--- src/ttc_pkg.sv ---
// Shared types and constants for the triangle tangent unit.
// No dependencies; used by ttc_mul, ttc_div and triangle_tangent_calc.
`timescale 1ns / 1ps

package ttc_pkg;

  // Field and datapath widths
  localparam int FIELD_W = 32;               // Q16.16 input and output fields
  localparam int DELTA_W = FIELD_W + 1;      // exact edge / UV delta
  localparam int PROD_W  = 2 * DELTA_W;      // exact product of two deltas
  localparam int SUM_W   = PROD_W + 1;       // difference of two products
  localparam int FRAC_W  = 16;               // fraction bits (the 1.0 scale)
  localparam int QUO_W   = FIELD_W;          // quotient bits produced
  localparam int DIV_CNT_W = $clog2(QUO_W);

  // Products issued per triangle: det pair plus three numerator pairs
  localparam int MUL_STEPS = 8;
  localparam int MUL_CNT_W = $clog2(MUL_STEPS) + 1;

  // Vertex position within a triangle
  localparam logic [1:0] PH_FIRST  = 2'd0;
  localparam logic [1:0] PH_SECOND = 2'd1;
  localparam logic [1:0] PH_THIRD  = 2'd2;

  // Sum slots from the multiplier: determinant, then x, y, z numerators
  localparam logic [1:0] SLOT_DET  = 2'd0;
  localparam logic [1:0] SLOT_LAST = 2'd3;

  localparam logic [1:0] COMP_LAST = 2'd2;   // z component / third result

  localparam logic signed [1:0] HAND_POS = 2'sb01;
  localparam logic signed [1:0] HAND_NEG = 2'sb11;

  localparam logic [QUO_W-1:0] QUO_POS_MAX = {1'b0, {(QUO_W-1){1'b1}}};
  localparam logic [QUO_W-1:0] QUO_NEG_MAX = {1'b1, {(QUO_W-1){1'b0}}};

  typedef enum logic [2:0] {
    ST_IDLE,
    ST_MUL,
    ST_CHK,
    ST_DSTART,
    ST_DWAIT,
    ST_OUT
  } ttc_state_t;

  typedef enum logic [2:0] {
    DV_IDLE,
    DV_ABS,
    DV_CHK,
    DV_RUN,
    DV_FIN
  } ttc_div_state_t;

  typedef struct packed {
    logic valid;   // operands on the multiplier inputs this cycle
    logic second;  // product is subtracted from the held first product
  } ttc_mul_ctl_t;

endpackage

--- src/ttc_mul.sv ---
// Shared multiply-subtract unit: registered 33x33 signed product, then a*b - c*d.
// Depends on ttc_pkg.
`timescale 1ns / 1ps

module ttc_mul (
  input  logic                               clk,
  input  logic                               rst_n,
  input  ttc_pkg::ttc_mul_ctl_t              ctl,
  input  logic signed [ttc_pkg::DELTA_W-1:0] op_a,
  input  logic signed [ttc_pkg::DELTA_W-1:0] op_b,
  output logic signed [ttc_pkg::SUM_W-1:0]   res,
  output logic                               res_vld
);

  logic signed [ttc_pkg::PROD_W-1:0] prod_r;
  logic signed [ttc_pkg::PROD_W-1:0] acc_r;
  logic signed [ttc_pkg::SUM_W-1:0]  res_r;
  logic signed [ttc_pkg::SUM_W-1:0]  diff;
  ttc_pkg::ttc_mul_ctl_t             ctl_d_r;
  logic                              res_vld_r;

  assign diff = $signed({acc_r[ttc_pkg::PROD_W-1], acc_r})
              - $signed({prod_r[ttc_pkg::PROD_W-1], prod_r});

  always_ff @(posedge clk) begin
    prod_r <= op_a * op_b;
    if (ctl_d_r.valid && !ctl_d_r.second) begin
      acc_r <= prod_r;
    end
    if (ctl_d_r.valid && ctl_d_r.second) begin
      res_r <= diff;
    end
  end

  always_ff @(posedge clk) begin
    if (!rst_n) begin
      ctl_d_r   <= '0;
      res_vld_r <= 1'b0;
    end else begin
      ctl_d_r   <= ctl;
      res_vld_r <= ctl_d_r.valid && ctl_d_r.second;
    end
  end

  assign res     = res_r;
  assign res_vld = res_vld_r;

endmodule

--- config.mk ---
export PLATFORM = sky130hd
export DESIGN_NAME = ttc_mul
export DESIGN_NICKNAME = d
export VERILOG_FILES = /design/src/ttc_pkg.sv /design/src/ttc_mul.sv
export SDC_FILE = /design/constraint.sdc
export NUM_CORES = 2
export LEC_CHECK = 0
export ABC_AREA = 1
export BUFFER_PORTS_ARGS = -buffer_cell sky130_fd_sc_hd__buf_2
export CAP_MARGIN = 10
export CORE_MARGIN = 2
export CORE_UTILIZATION = 50
export CTS_CLUSTER_SIZE = 16
export DETAILED_ROUTE_END_ITERATION = 10
export PLACE_DENSITY = 0.66
export SETUP_SLACK_MARGIN = 0.3
export SKIP_CTS_REPAIR_TIMING = 1
export SYNTH_ARGS = -nofsm -noshare
export SYNTH_HDL_FRONTEND = slang
export SYNTH_SLANG_ARGS = --single-unit
--- constraint.sdc ---
create_clock -name clk -period 10.3 [get_ports clk]
set_input_delay 1.545 -clock clk [delete_from_list [all_inputs] [get_ports clk]]
set_output_delay 1.545 -clock clk [all_outputs]
set_load 0.02 [all_outputs]
After elaboration in Yosys (flattened, before gate mapping)
Index checks and enable logic that the tools add are counted.
{ "word_totals": {"regBits": 202, "elab_cells": 11, "inputBits": 70} }
{ "op_classes": {"mul": 1, "n_addsub": 1, "reduce_logical": 3} }
{ "op_table": {"columns": ["operator", "count"], "rows": [
  ["$sub 66x66->67", 1],
  ["$mul 33x33->66", 1],
  ["$logic_and 1x1->1", 2],
  ["$logic_not 1->1", 1]
]} }

Depth between registers and ports, before layout
{ "depth": {"word_depth": 2, "depth_mapped": 33, "mapped_depth_nobuf": 31} }

Least setup slack after synthesis
OpenSTA, ideal clock, no wires.
{ "synth_timing": {"kind": "input to register", "start": "input port op_a[32] (netlist name)", "end": "register prod_r[57] (netlist name)", "path_slack_ps": 1936, "required_ps": 10187, "path_buffers": 2, "setup_ps": 113, "stages": 24, "t_arrival_ps": 8251, "path_cell_list": "clkbuf_1 > clkbuf_1 > nand2_1 > inv_1 > fa_1 > fa_1 > fa_1 > fa_1 > inv_1 > fa_1 > inv_1 > fa_1 > fa_1 > inv_1 > fa_1 > inv_1 > ha_1 > nand2_1 > nor2_1 > nand2_1 > nor3_1 > o21ai_0 > nand4_1 > nand2_1"} }
{ "synth_via": {"elab_chain_len": 1} }
{ "synth_lines": {"columns": ["item", "line", "rtl"], "rows": [
  ["from (decl)", "ttc_mul.sv:9", "input logic signed [ttc_pkg::DELTA_W-1:0] op_a,"],
  ["$mul 33x33->66", "ttc_mul.sv:26", "prod_r <= op_a * op_b;"],
  ["to (signal assigned)", "ttc_mul.sv:26", null],
  ["to (decl)", "ttc_mul.sv:15", "logic signed [ttc_pkg::PROD_W-1:0] prod_r;"]
]} }
Every way passes these cells.
A chain may end at the register's enable or synchronous reset.

Final worst setup path
{ "layout_timing": {"start": "input port op_b[6] (netlist name)", "end": "register prod_r[57] (netlist name)"} }
{ "layout_via": {"elab_chain_len": 1} }
{ "layout_lines": {"columns": ["item", "line", "rtl"], "rows": [
  ["from (decl)", "ttc_mul.sv:10", "input logic signed [ttc_pkg::DELTA_W-1:0] op_b,"],
  ["$mul 33x33->66", "ttc_mul.sv:26", null]
]} }
Every way passes these cells.

==> impl_metrics.yaml <==
outcome:
  run_status: "completed"
cts:
  clock_latency_ps: 530
  cts_tree: "done"
  clock_tree.buffer_depth: 3
  clock-sinks: 202
  path_clk_slew_ps: 60
  htreeDepth: 1
  clockRootBuffer: "clkbuf_16"
  numCtsBuffers: 24
final_layout:
  synthToLayoutAreaGrowth_pct: 4.62
  n_fill_cell: 10270
  antennaDiodeCount: 0
  fin_area_um2: 55400
  final_common_cell: "inv_1"
  final_cell_mix: "inv_1, nand2_1, fa_1, ha_1, nor2_1"
  drive_above_1_share_pct: 4.30
  final_nets: 8313
setup_path:
  path_max_fanout: 13
  r2r-start: "prod_r[52]$_DFF_P_"
  arrival_ps: 9140
  slowest_delay_ps: 770
  reg2reg_depth: 11
  cp-start-kind: "input pin"
  crit_type: "in -> reg"
  cp_data_required_time_ps: 10730
  cp_common_cell: "fa_1"
  r2r-end: "res[65]$_DFFE_PP_"
  reg2reg_slack_ps: 7520
  endpoint_kind: "register"
  cpMaxStageDelayCell: "fa_1"
synthesis:
  post_synth.cell_area_avg_um2: 7.69
  synth-edff-count: 133
  synth-seq-cells: 202
  synth_top_flop_cell: "edfxtp_1"
  synthTopCellsByArea: "fa_1, inv_1, nand2_1"
  ys_async_sr_fraction_pct: 0
  netlist_area_um2: 53000
  yosys.area.top_type: "fa_1"
  ys_seq_area_share_pct: 10.1
  synth.net_count: 8384
  yosysWarnings: 0
  yosysTopAreaCellShare_pct: 43.3
  synth_cell_types: 34
  synthCells: 6885
hold_path:
  holdPathEnd: "acc_r[43]$_DFFE_PP_"
  hold_path.class: "reg -> reg"
  whs_path_depth: 0
  worstHoldStart: "prod_r[43]$_DFF_P_"
global_routing:
  grt_pass1_wl_um: 244000
  grt.overflow.total: 0
  grt_max_degree: 68
  grt_pass1_vias: 44458
  antenna_found_initial: 1
  grt_use_total_pct: 29.0
route:
  route.detailed.wl_per_inst_um: 18.3
  routed_wl_um: 150000
  drt-pass1-iter-count: 6
  viasPerCell: 5.01
  drc: 0
  antenna_left: 0
  drt_iter0_drc: 2577
  vias: 41182
timing:
  worst_pin_slew_ps: 1010
  rsz0062_at_grt: "no"
  slew_violations: 0
  setup_tns_ps: 0
  max_freq_mhz: 115
  setup_viol: 0
  hold_viol_final: 0
  slew_headroom_pct: 32.8
  period_minus_slack_ps: 8710
  skew_ps: 12.4
  min_period_over_period_pct: 84.6
placed_design:
  hpwlAfterDp_um: 129000
  place_area_um2: 54600
  globalplace.congestion: 0.972
  portBuffers: 137
job:
  cap_violations: 0
floorplanning:
  die_w_um: 329
  io_pins: 138
  start_util_pct: 50.4
  std_cell_rows: 119
  die_area_um2: 109000
  die_y_um: 329
  coreArea_um2: 105000
[worst max-delay path by stage]
stage / from / to
floorplan: op_a[32] / prod_r[57]$_DFF_P_
global placement: op_b[12] / prod_r[56]$_DFF_P_
detailed placement: op_b[6] / prod_r[50]$_DFF_P_
CTS: op_b[6] / prod_r[50]$_DFF_P_
global route: op_b[6] / prod_r[50]$_DFF_P_
finish: op_b[6] / prod_r[57]$_DFF_P_
[synth_stat cells (54+ instances only)]
| library cell | count |
|---|---|
| clkbuf_1 | 263 |
| dfxtp_1 | 69 |
| xor2_1 | 63 |
| a21oi_1 | 139 |
| edfxtp_1 | 133 |
| nand3_1 | 126 |
| fa_1 | 1146 |
| nor2_1 | 275 |
| inv_1 | 2159 |
| o21ai_0 | 54 |
| nand2_1 | 1963 |
| ha_1 | 283 |
[critical path: cells and delay by family]
family | cells | cell delay, ps
simple gates | 7 | 1210
fa+ha+maj | 9 | 4630
compound gates | 1 | 180
buf+inv | 8 | 1530
[flip-flops by register name, summed over array words and instances, names as in the netlist]
register and count:
res 67, acc_r 66, prod_r 66, ctl_d_r 2, res_vld 1
[metrics by stage]
stage          utilization [%]  instances  setup WS, ps  hold slack [ps]
2_1_floorplan                -       6885          1940              408
3_3_place_gp              52.0       8179          1160              413
3_5_place_dp              52.0       8179          1040              416
4_1_cts                   52.7       8223          1590              429
5_1_grt                   52.7       8223          1050              434
6_report                  52.7       8223          1590              430
[area by class of cell]
cell class / count / area [um^2] / share of cell area (%)
Timing Repair Buffer: 166 / 903 / 1.63
Clock inverter: 11 / 108 / 0.194
Inverter: 2163 / 8120 / 14.7
Clock buffer: 33 / 676 / 1.22
Tap cell: 1391 / 1740 / 3.14
Multi-Input combinational cell: 4257 / 38500 / 69.5
Sequential cell: 202 / 5380 / 9.70
[metal layers]
layer,GRT usage (%),vias to the layer above,wire length [um]
met3,3.17,236,9500
met5,0,-,10
li1,-,19104,-
met1,39.1,20451,63800
met2,50.1,1389,73100
met4,7.08,2,3930
[cells by family after synthesis]
logic type / Yosys count / synth area share, %
fa+ha+maj: 1429 / 50.0
simple gates: 2517 / 19.0
xor+xnor: 67 / 1.11
compound gates: 244 / 2.56
buf+inv: 2426 / 17.2
flops: 202 / 10.1
Power is not shown: default switching activity piles up to over one toggle a cycle in this logic, so the estimate is an artifact.
