<file path="config.mk">
export PLATFORM = sky130hd
export DESIGN_NAME = ttc_div
export DESIGN_NICKNAME = d
export VERILOG_FILES = /design/src/ttc_pkg.sv /design/src/ttc_div.sv
export SDC_FILE = /design/constraint.sdc
export NUM_CORES = 1
export LEC_CHECK = 0
export BUFFER_PORTS_ARGS = -buffer_cell sky130_fd_sc_hd__buf_4
export CORE_UTILIZATION = 44
export CTS_CLUSTER_SIZE = 20
export DETAILED_ROUTE_END_ITERATION = 10
export PLACE_DENSITY = 0.65
export SLEW_MARGIN = 20
export SYNTH_ARGS = -nofsm -noshare
export SYNTH_HDL_FRONTEND = slang
export SYNTH_SLANG_ARGS = --single-unit
</file>
<file path="constraint.sdc">
create_clock -name clk -period 11.02 [get_ports clk]
set_input_delay 1.102 -clock clk [delete_from_list [all_inputs] [get_ports clk]]
set_output_delay 1.102 -clock clk [all_outputs]
set_load 0.02 [all_outputs]
</file>
<file path="src/ttc_pkg.sv">
// Shared types and constants for the triangle tangent unit.
// No dependencies; used by ttc_mul, ttc_div and triangle_tangent_calc.
`timescale 1ns / 1ps

package ttc_pkg;

  // Field and datapath widths
  localparam int FIELD_W = 32;               // Q16.16 input and output fields
  localparam int DELTA_W = FIELD_W + 1;      // exact edge / UV delta
  localparam int PROD_W  = 2 * DELTA_W;      // exact product of two deltas
  localparam int SUM_W   = PROD_W + 1;       // difference of two products
  localparam int FRAC_W  = 16;               // fraction bits (the 1.0 scale)
  localparam int QUO_W   = FIELD_W;          // quotient bits produced
  localparam int DIV_CNT_W = $clog2(QUO_W);

  // Products issued per triangle: det pair plus three numerator pairs
  localparam int MUL_STEPS = 8;
  localparam int MUL_CNT_W = $clog2(MUL_STEPS) + 1;

  // Vertex position within a triangle
  localparam logic [1:0] PH_FIRST  = 2'd0;
  localparam logic [1:0] PH_SECOND = 2'd1;
  localparam logic [1:0] PH_THIRD  = 2'd2;

  // Sum slots from the multiplier: determinant, then x, y, z numerators
  localparam logic [1:0] SLOT_DET  = 2'd0;
  localparam logic [1:0] SLOT_LAST = 2'd3;

  localparam logic [1:0] COMP_LAST = 2'd2;   // z component / third result

  localparam logic signed [1:0] HAND_POS = 2'sb01;
  localparam logic signed [1:0] HAND_NEG = 2'sb11;

  localparam logic [QUO_W-1:0] QUO_POS_MAX = {1'b0, {(QUO_W-1){1'b1}}};
  localparam logic [QUO_W-1:0] QUO_NEG_MAX = {1'b1, {(QUO_W-1){1'b0}}};

  typedef enum logic [2:0] {
    ST_IDLE,
    ST_MUL,
    ST_CHK,
    ST_DSTART,
    ST_DWAIT,
    ST_OUT
  } ttc_state_t;

  typedef enum logic [2:0] {
    DV_IDLE,
    DV_ABS,
    DV_CHK,
    DV_RUN,
    DV_FIN
  } ttc_div_state_t;

  typedef struct packed {
    logic valid;   // operands on the multiplier inputs this cycle
    logic second;  // product is subtracted from the held first product
  } ttc_mul_ctl_t;

endpackage

</file>
<file path="src/ttc_div.sv">
// Iterative signed divider: (num * 2^16) / den, truncated, saturated to 32 bits.
// One quotient bit per cycle. Depends on ttc_pkg.
`timescale 1ns / 1ps

module ttc_div (
  input  logic                               clk,
  input  logic                               rst_n,
  input  logic                               start,
  input  logic signed [ttc_pkg::SUM_W-1:0]   num,
  input  logic signed [ttc_pkg::SUM_W-1:0]   den,
  output logic signed [ttc_pkg::FIELD_W-1:0] quo,
  output logic                               done
);

  localparam int MW = ttc_pkg::SUM_W;
  localparam int QW = ttc_pkg::QUO_W;
  localparam int FW = ttc_pkg::FRAC_W;

  ttc_pkg::ttc_div_state_t state_r, state_nxt;

  logic                              neg_r;
  logic [MW-1:0]                     magn_r;
  logic [MW-1:0]                     magd_r;
  logic [MW-1:0]                     rem_r;
  logic [QW-1:0]                     lo_r;
  logic [QW-1:0]                     q_r;
  logic                              ovf_r;
  logic [ttc_pkg::DIV_CNT_W-1:0]     cnt_r;
  logic signed [ttc_pkg::FIELD_W-1:0] quo_r;
  logic                              done_r;

  logic [MW-1:0] hi_part;
  logic [MW:0]   trial;
  logic [QW-1:0] limit;
  logic [QW-1:0] q_sat;
  logic          last_bit;

  // Upper part of the shifted dividend; at or above the divisor the quotient
  // needs more than 32 bits.
  assign hi_part  = {{(MW-(MW+FW-QW)){1'b0}}, magn_r[MW-1:QW-FW]};
  assign trial    = {rem_r, lo_r[QW-1]} - {1'b0, magd_r};
  assign limit    = neg_r ? ttc_pkg::QUO_NEG_MAX : ttc_pkg::QUO_POS_MAX;
  assign q_sat    = (ovf_r || (q_r > limit)) ? limit : q_r;
  assign last_bit = (cnt_r == ttc_pkg::DIV_CNT_W'(QW - 1));

  always_ff @(posedge clk) begin
    if (!rst_n) begin
      state_r <= ttc_pkg::DV_IDLE;
      done_r  <= 1'b0;
    end else begin
      state_r <= state_nxt;
      done_r  <= (state_r == ttc_pkg::DV_FIN);
    end
  end

  always_comb begin
    state_nxt = state_r;
    unique case (state_r)
      ttc_pkg::DV_IDLE: if (start) state_nxt = ttc_pkg::DV_ABS;
      ttc_pkg::DV_ABS:  state_nxt = ttc_pkg::DV_CHK;
      ttc_pkg::DV_CHK:  state_nxt = ttc_pkg::DV_RUN;
      ttc_pkg::DV_RUN:  if (last_bit) state_nxt = ttc_pkg::DV_FIN;
      ttc_pkg::DV_FIN:  state_nxt = ttc_pkg::DV_IDLE;
      default:          state_nxt = ttc_pkg::DV_IDLE;
    endcase
  end

  always_ff @(posedge clk) begin
    case (state_r)
      ttc_pkg::DV_ABS: begin
        neg_r  <= num[MW-1] ^ den[MW-1];
        magn_r <= num[MW-1] ? (~num + 1'b1) : num;
        magd_r <= den[MW-1] ? (~den + 1'b1) : den;
      end
      ttc_pkg::DV_CHK: begin
        ovf_r <= (hi_part >= magd_r);
        rem_r <= hi_part;
        lo_r  <= {magn_r[QW-FW-1:0], {FW{1'b0}}};
        q_r   <= '0;
        cnt_r <= '0;
      end
      ttc_pkg::DV_RUN: begin
        // restoring step: keep the trial difference when it did not borrow
        if (!trial[MW]) begin
          rem_r <= trial[MW-1:0];
          q_r   <= {q_r[QW-2:0], 1'b1};
        end else begin
          rem_r <= {rem_r[MW-2:0], lo_r[QW-1]};
          q_r   <= {q_r[QW-2:0], 1'b0};
        end
        lo_r  <= {lo_r[QW-2:0], 1'b0};
        cnt_r <= cnt_r + 1'b1;
      end
      ttc_pkg::DV_FIN: begin
        quo_r <= neg_r ? $signed(~q_sat + 1'b1) : $signed(q_sat);
      end
      default: ;
    endcase
  end

  assign quo  = quo_r;
  assign done = done_r;

endmodule

</file>
-- Word level (Yosys, flattened, before mapping)
Cells that the tools add are included.
- bits in registers: 308
- latch bits: 0
- RAM bits: 0
- ROM bits: 0
- input port bits: 137
- output and inout bits: 33
- logic and storage cells: 49
- memories: 0
- add/sub/neg operators: 5
- multiply operators: 0
- div/mod/pow operators: 0
- $lt $le $gt $ge: 2
- equality and inequality tests: 7
- shifts and indexed selects: 0
- multiplexer cells: 14
- bitwise operators: 4
- reduce and logical (&&, ||, !) cells: 4
- operators by type and width (cell ; number):
    67-bit by 1-bit adder with 67-bit output, second input constant ; 2
    67-bit inverter ; 2
    67-bit one-hot mux with 2 select lines ; 1
    66-bit two-way mux ; 2
    32-bit one-hot mux with 2 select lines ; 2
    32-bit two-way mux ; 3
    68-bit by 67-bit subtractor with 68-bit output ; 1
    51-bit by 67-bit greater-or-equal comparator with 1-bit output ; 1
    67-bit two-way mux ; 1
    32-bit by 1-bit adder with 32-bit output, second input constant ; 1
    32-bit greater-than comparator ; 1
    32-bit inverter ; 1
    3-bit one-hot mux with 4 select lines ; 1
    5-bit one-hot mux with 2 select lines ; 1
    3-bit by 2-bit equality test with 1-bit output, second input constant ; 2
    3-bit two-way mux ; 2
    5-bit by 1-bit adder with 5-bit output, second input constant ; 1
    5-bit equality test, second input constant ; 1
    2-bit != test, second input constant ; 2
    3-bit by 1-bit equality test with 1-bit output, second input constant ; 1
    3-bit equality test, second input constant ; 1
    3-bit logical NOT ; 1
    2-bit AND reduction ; 1
    2-bit nonzero test ; 1
    other kinds (3) ; 3

-- Longest topological paths before layout
- depth after elaboration: 7
- depth in mapped cells: 22
- gate-level depth less buffers: 19

-- Worst setup path before layout
OpenSTA, ideal clock, no wires.
- path type: flip-flop to flip-flop
- from: register state_r[0]
- to: register magd_r[0], enable pin
- library setup time: 822 ps
- arrival time: 10584 ps
- data required time: 10198 ps
- path slack: -386 ps
- stages on the path, launching flop included: 4
- path buffers: 2
- period minus slack after synthesis: 11406 ps
- cell sequence: dfxtp_1 clkbuf_1 clkbuf_1 nor3b_1
- longest elaborated chain between the ends: 1
- RTL lines (what ; line ; source):
    from (decl) ; ttc_div.sv:19 ; ttc_pkg::ttc_div_state_t state_r, state_nxt;
    from (signal assigned) ; ttc_div.sv:48 ; state_r <= ttc_pkg::DV_IDLE;
    from (signal assigned) ; ttc_div.sv:51 ; state_r <= state_nxt;
    3-bit by 1-bit equality test with 1-bit output ; ttc_div.sv:69 ; case (state_r)
    to (signal assigned) ; ttc_div.sv:73 ; magd_r <= den[MW-1] ? (~den + 1'b1) : den;
    to (decl) ; ttc_div.sv:23 ; logic [MW-1:0] magd_r;
No other way between the ends.
A chain may end at the register's enable or synchronous reset.

-- Worst setup path in the final report
- from: register neg_r
- to: register quo_r, in the netlist quo[26] (data pin)
- longest elaborated chain between the ends: 7
- RTL lines (what ; line ; source):
    from (decl) ; ttc_div.sv:21 ; logic neg_r;
    from (signal assigned) ; ttc_div.sv:71 ; neg_r <= num[MW-1] ^ den[MW-1];
    32-bit two-way mux ; ttc_div.sv:42 ; assign limit = neg_r ? ttc_pkg::QUO_NEG_MAX : ttc_pkg::QUO_POS_MAX;
    32-bit greater-than comparator ; ttc_div.sv:43 ; assign q_sat = (ovf_r || (q_r > limit)) ? limit : q_r;
    1-bit logical OR ; ttc_div.sv:43 ;
    32-bit two-way mux ; ttc_div.sv:43 ;
    32-bit inverter ; ttc_div.sv:95 ; quo_r <= neg_r ? $signed(~q_sat + 1'b1) : $signed(q_sat);
    32-bit by 1-bit adder with 32-bit output ; ttc_div.sv:95 ;
    32-bit two-way mux * ; ttc_div.sv:95 ;
    to (signal assigned) ; ttc_div.sv:95 ;
    to (decl) ; ttc_div.sv:29 ; logic signed [ttc_pkg::FIELD_W-1:0] quo_r;
Every way passes the cells marked *; elsewhere a longest branch is shown, timed or not.

==> flow_metrics.py <==
metrics = {
    "run_status": {
        "status": "completed",
    },
    "pwr": {
        "p_per_area_mw_per_mm2": 143,
        "irDropWorstVdd_mv": 0.0991,
        "power.internal_w": 0.00238,
        "comb_power_share": 0.212,
        "pwr-share-seq": 0.408,
        "swShare": 0.284,
        "power.leakage_nw": 9.41,
        "p_switching_w": 0.000948,
        "p_clk_frac": 0.380,
        "finalPower_w": 0.00333,
    },
    "floorplan": {
        "num_rows": 78,
        "coreArea_mm2": 0.0454,
        "die_h_um": 217,
        "ios": 170,
        "dieArea_mm2": 0.0469,
        "initial_utilization": 0.447,
        "die_x_um": 217,
    },
    "yosys": {
        "synth_nets": 2346,
        "synth_edf_count": 288,
        "netlist_top_cells_area": "edfxtp_1 (43%), ha_1 (9.6%), xnor2_1 (7.1%)",
        "ys_ff_latch": 292,
        "yosys_warnings": 0,
        "synth_top_cell_area_share": 0.427,
        "synthTopCellsByCount": "edfxtp_1 (288), nand2_1 (229), xnor2_1 (165)",
        "synth_area_mm2": 0.0203,
        "syn_area_per_cell_um2": 9.87,
        "post-synth-top-count-cell": "edfxtp_1",
        "netlist_instances": 2053,
        "ys_seq_area_frac": 0.431,
        "yosys.area.top_type": "edfxtp_1",
        "ys.flop_type": "edfxtp_1",
        "yosysUniqueCellTypes": 67,
        "synthArstFlopShare": 0,
    },
    "setup_path": {
        "crit_end": "quo[26]",
        "worstRegToRegCells": 16,
        "critical_path.startpoint": "neg_r",
        "cp_num_cells": 16,
        "reg2reg_from": "neg_r",
        "worst-r2r-setup-slack_ns": 4.84,
        "cp_slowest_cell": "clkinv_1",
        "required_ns": 11.33,
        "crit_chain": "buf_4, clkinv_1, ha_1, nand4_1, or4_1, o211ai_1, a21o_1, a21o_1, nand2_1, o21ai_0, ha_1, nand3_1, or3_1, or2_2, o311a_1, a2111oi_0",
        "crit_fanout": 61,
        "path_buf_inv": 2,
        "crit_type": "reg2reg",
        "arrival_ns": 6.48,
        "cp-start-kind": "register",
        "worstReg2RegEnd": "quo[26]",
        "cp-end-kind": "register",
        "critPathMaxStageDelay_ns": 0.75,
        "crit_family": "simple AND/OR/NAND/NOR gates",
    },
    "finish": {
        "drive_above_1_share": 0.124,
        "area.growth.synth_to_final_pct": 15.3,
        "fill_cells": 4161,
        "fin_nets": 2481,
        "antenna_cells": 0,
    },
    "sta": {
        "setup_slack_ns": 4.84,
        "period_share": 0.560,
        "period_needed_ns": 6.18,
        "max_clock_freq_mhz": 162,
        "final-max-slew-violation-count": 0,
        "finalClockSkew_ns": 0.0205,
        "tightest_slew_ns": 1.08,
        "slew-limit-headroom": 0.279,
        "rsz0062_at_grt": "false",
        "hold_viol": 0,
        "tns_ns": 0,
        "setup_violations": 0,
    },
    "routing": {
        "drt_iter0_markers": 1164,
        "viasPerCell": 5.74,
        "routed_wl_um": 51700,
        "wl_per_cell_um": 18.4,
        "drc": 0,
        "ant_nets": 0,
        "vias": 16200,
        "drtPass1Iterations": 5,
    },
    "place": {
        "pre_cts_slack_ns": 4.92,
        "gp_congestion": 0.908,
        "io_buffers": 169,
        "hpwl_um": 38400,
    },
    "global_route": {
        "grt_overflow": 0,
        "grt_max_degree": 112,
        "track_usage": 0.219,
        "antenna_found_initial": 0,
        "grt_pass1_wl_um": 82300,
        "grt_pass1_vias": 15400,
    },
    "clock_network": {
        "numCtsBuffers": 35,
        "ctsResizeCount": 0,
        "cts_hold_buf": 0,
        "cts_tree": "done",
        "h-tree-depth": 2,
        "cts_setup_buffers": 0,
        "path_clk_slew_ns": 0.06,
        "worst_skew_pair.late_latency_ns": 0.55,
        "cts.sinks": 292,
        "cts_root_buf": "clkbuf_16",
        "ctsLongestPathBuffers": 3,
    },
    "run": {
        "maxCapViolCount": 0,
    },
    "hold_path": {
        "hold_class": "reg2reg",
        "worstHoldPathCells": 2,
    },
}
layout make-up:
type                       count  area [um2]  share of cell area
multi-input combinational   1571       10900               0.465
sequential                   292        8730               0.374
timing repair buffer         180        1350              0.0579
clock buffer                  39         932              0.0399
tap                          600         751              0.0321
inverter                     108         405              0.0174
clock inverter                25         332              0.0142
power by group through the flow:
stage | combinational (W) | clock [W] | sequential, W
global route | 0.000784 | 0.00133 | 0.00137
finish | 0.000705 | 0.00127 | 0.00136
global placement | 0.000684 | 0 | 0.00138
detailed placement | 0.000694 | 0 | 0.00138
floorplan | 0.000495 | 0 | 0.00137
CTS | 0.000700 | 0.00129 | 0.00136
cell usage in the layout, fill, tap and decap left out, types with 10 or more instances in the layout:
master,instances
o21ai_0,161
nand3_1,37
nand2_1,228
a21oi_1,139
nor4_1,22
nor2b_1,15
nor3_1,26
or3_1,37
or2_2,12
buf_4,180
and3_1,36
o311ai_0,15
inv_1,107
nor2_1,83
o41ai_1,18
nand2b_1,27
a21o_1,69
xor2_1,34
nand4_1,34
or4_1,27
mux2i_1,51
ha_1,155
o31ai_1,43
o211ai_1,10
xnor2_1,165
edfxtp_1,288
clkbuf_16,36
worst min path at each step:
stage	startpoint	to	slack, ns
6_report	lo_r[30]	lo_r[31]	0.51
5_1_grt	lo_r[30]	lo_r[31]	0.53
4_1_cts	magn_r[3]	lo_r[19]	0.51
3_5_place_dp	magn_r[3]	lo_r[19]	0.50
3_3_place_gp	lo_r[29]	lo_r[30]	0.49
2_1_floorplan	lo_r[16]	lo_r[17]	0.48
worst reg2reg max path: stages (launching register included):
cell and delay, ns:
edfxtp_1 0.32, buf_4 0.54, clkinv_1 0.77, ha_1 0.57
nand4_1 0.11, or4_1 0.53, o211ai_1 0.14, a21o_1 0.15
a21o_1 0.40, nand2_1 0.12, o21ai_0 0.16, ha_1 0.43
nand3_1 0.14, or3_1 0.42, or2_2 0.33, o311a_1 0.35
a2111oi_0 0.45
per-stage QoR:
step	utilization	hold WS [ns]	cells	cell area, um2
4_1_cts	0.515	0.511	2815	23400
5_1_grt	0.515	0.531	2815	23400
2_1_floorplan	-	0.484	2053	20300
3_3_place_gp	0.487	0.493	2751	22100
3_5_place_dp	0.487	0.500	2751	22100
6_report	0.515	0.512	2815	23400
cells by family (layout without fill, tap and decap cells):
family	count (synthesis)	after routing	synth area share
multiplexers	51	51	0.0252
buffers and inverters	190	352	0.0357
XOR/XNOR	199	199	0.0860
AND/OR/NAND/NOR	620	620	0.154
adder cells (fa/ha/maj)	156	156	0.0967
AO/OA/AOI/OAI	545	545	0.172
flip-flops	292	292	0.431
flip-flops by register name, summed over array words and instances, names as in the netlist:
register  cells
magd_r       67
rem_r        67
quo          32
state_r       3
magn_r       67
done          1
cnt_r         5
ovf_r         1
neg_r         1
q_r          32
lo_r         16
per-layer routing:
layer | up-vias | global-route usage | routed length (um)
met5 | - | 0 | 0
met2 | 483 | 0.337 | 22800
met4 | 0 | 0.0516 | 958
li1 | 7944 | - | -
met1 | 7657 | 0.317 | 24800
met3 | 67 | 0.0401 | 3190
Note: power is estimated with default switching activity, not from simulation.
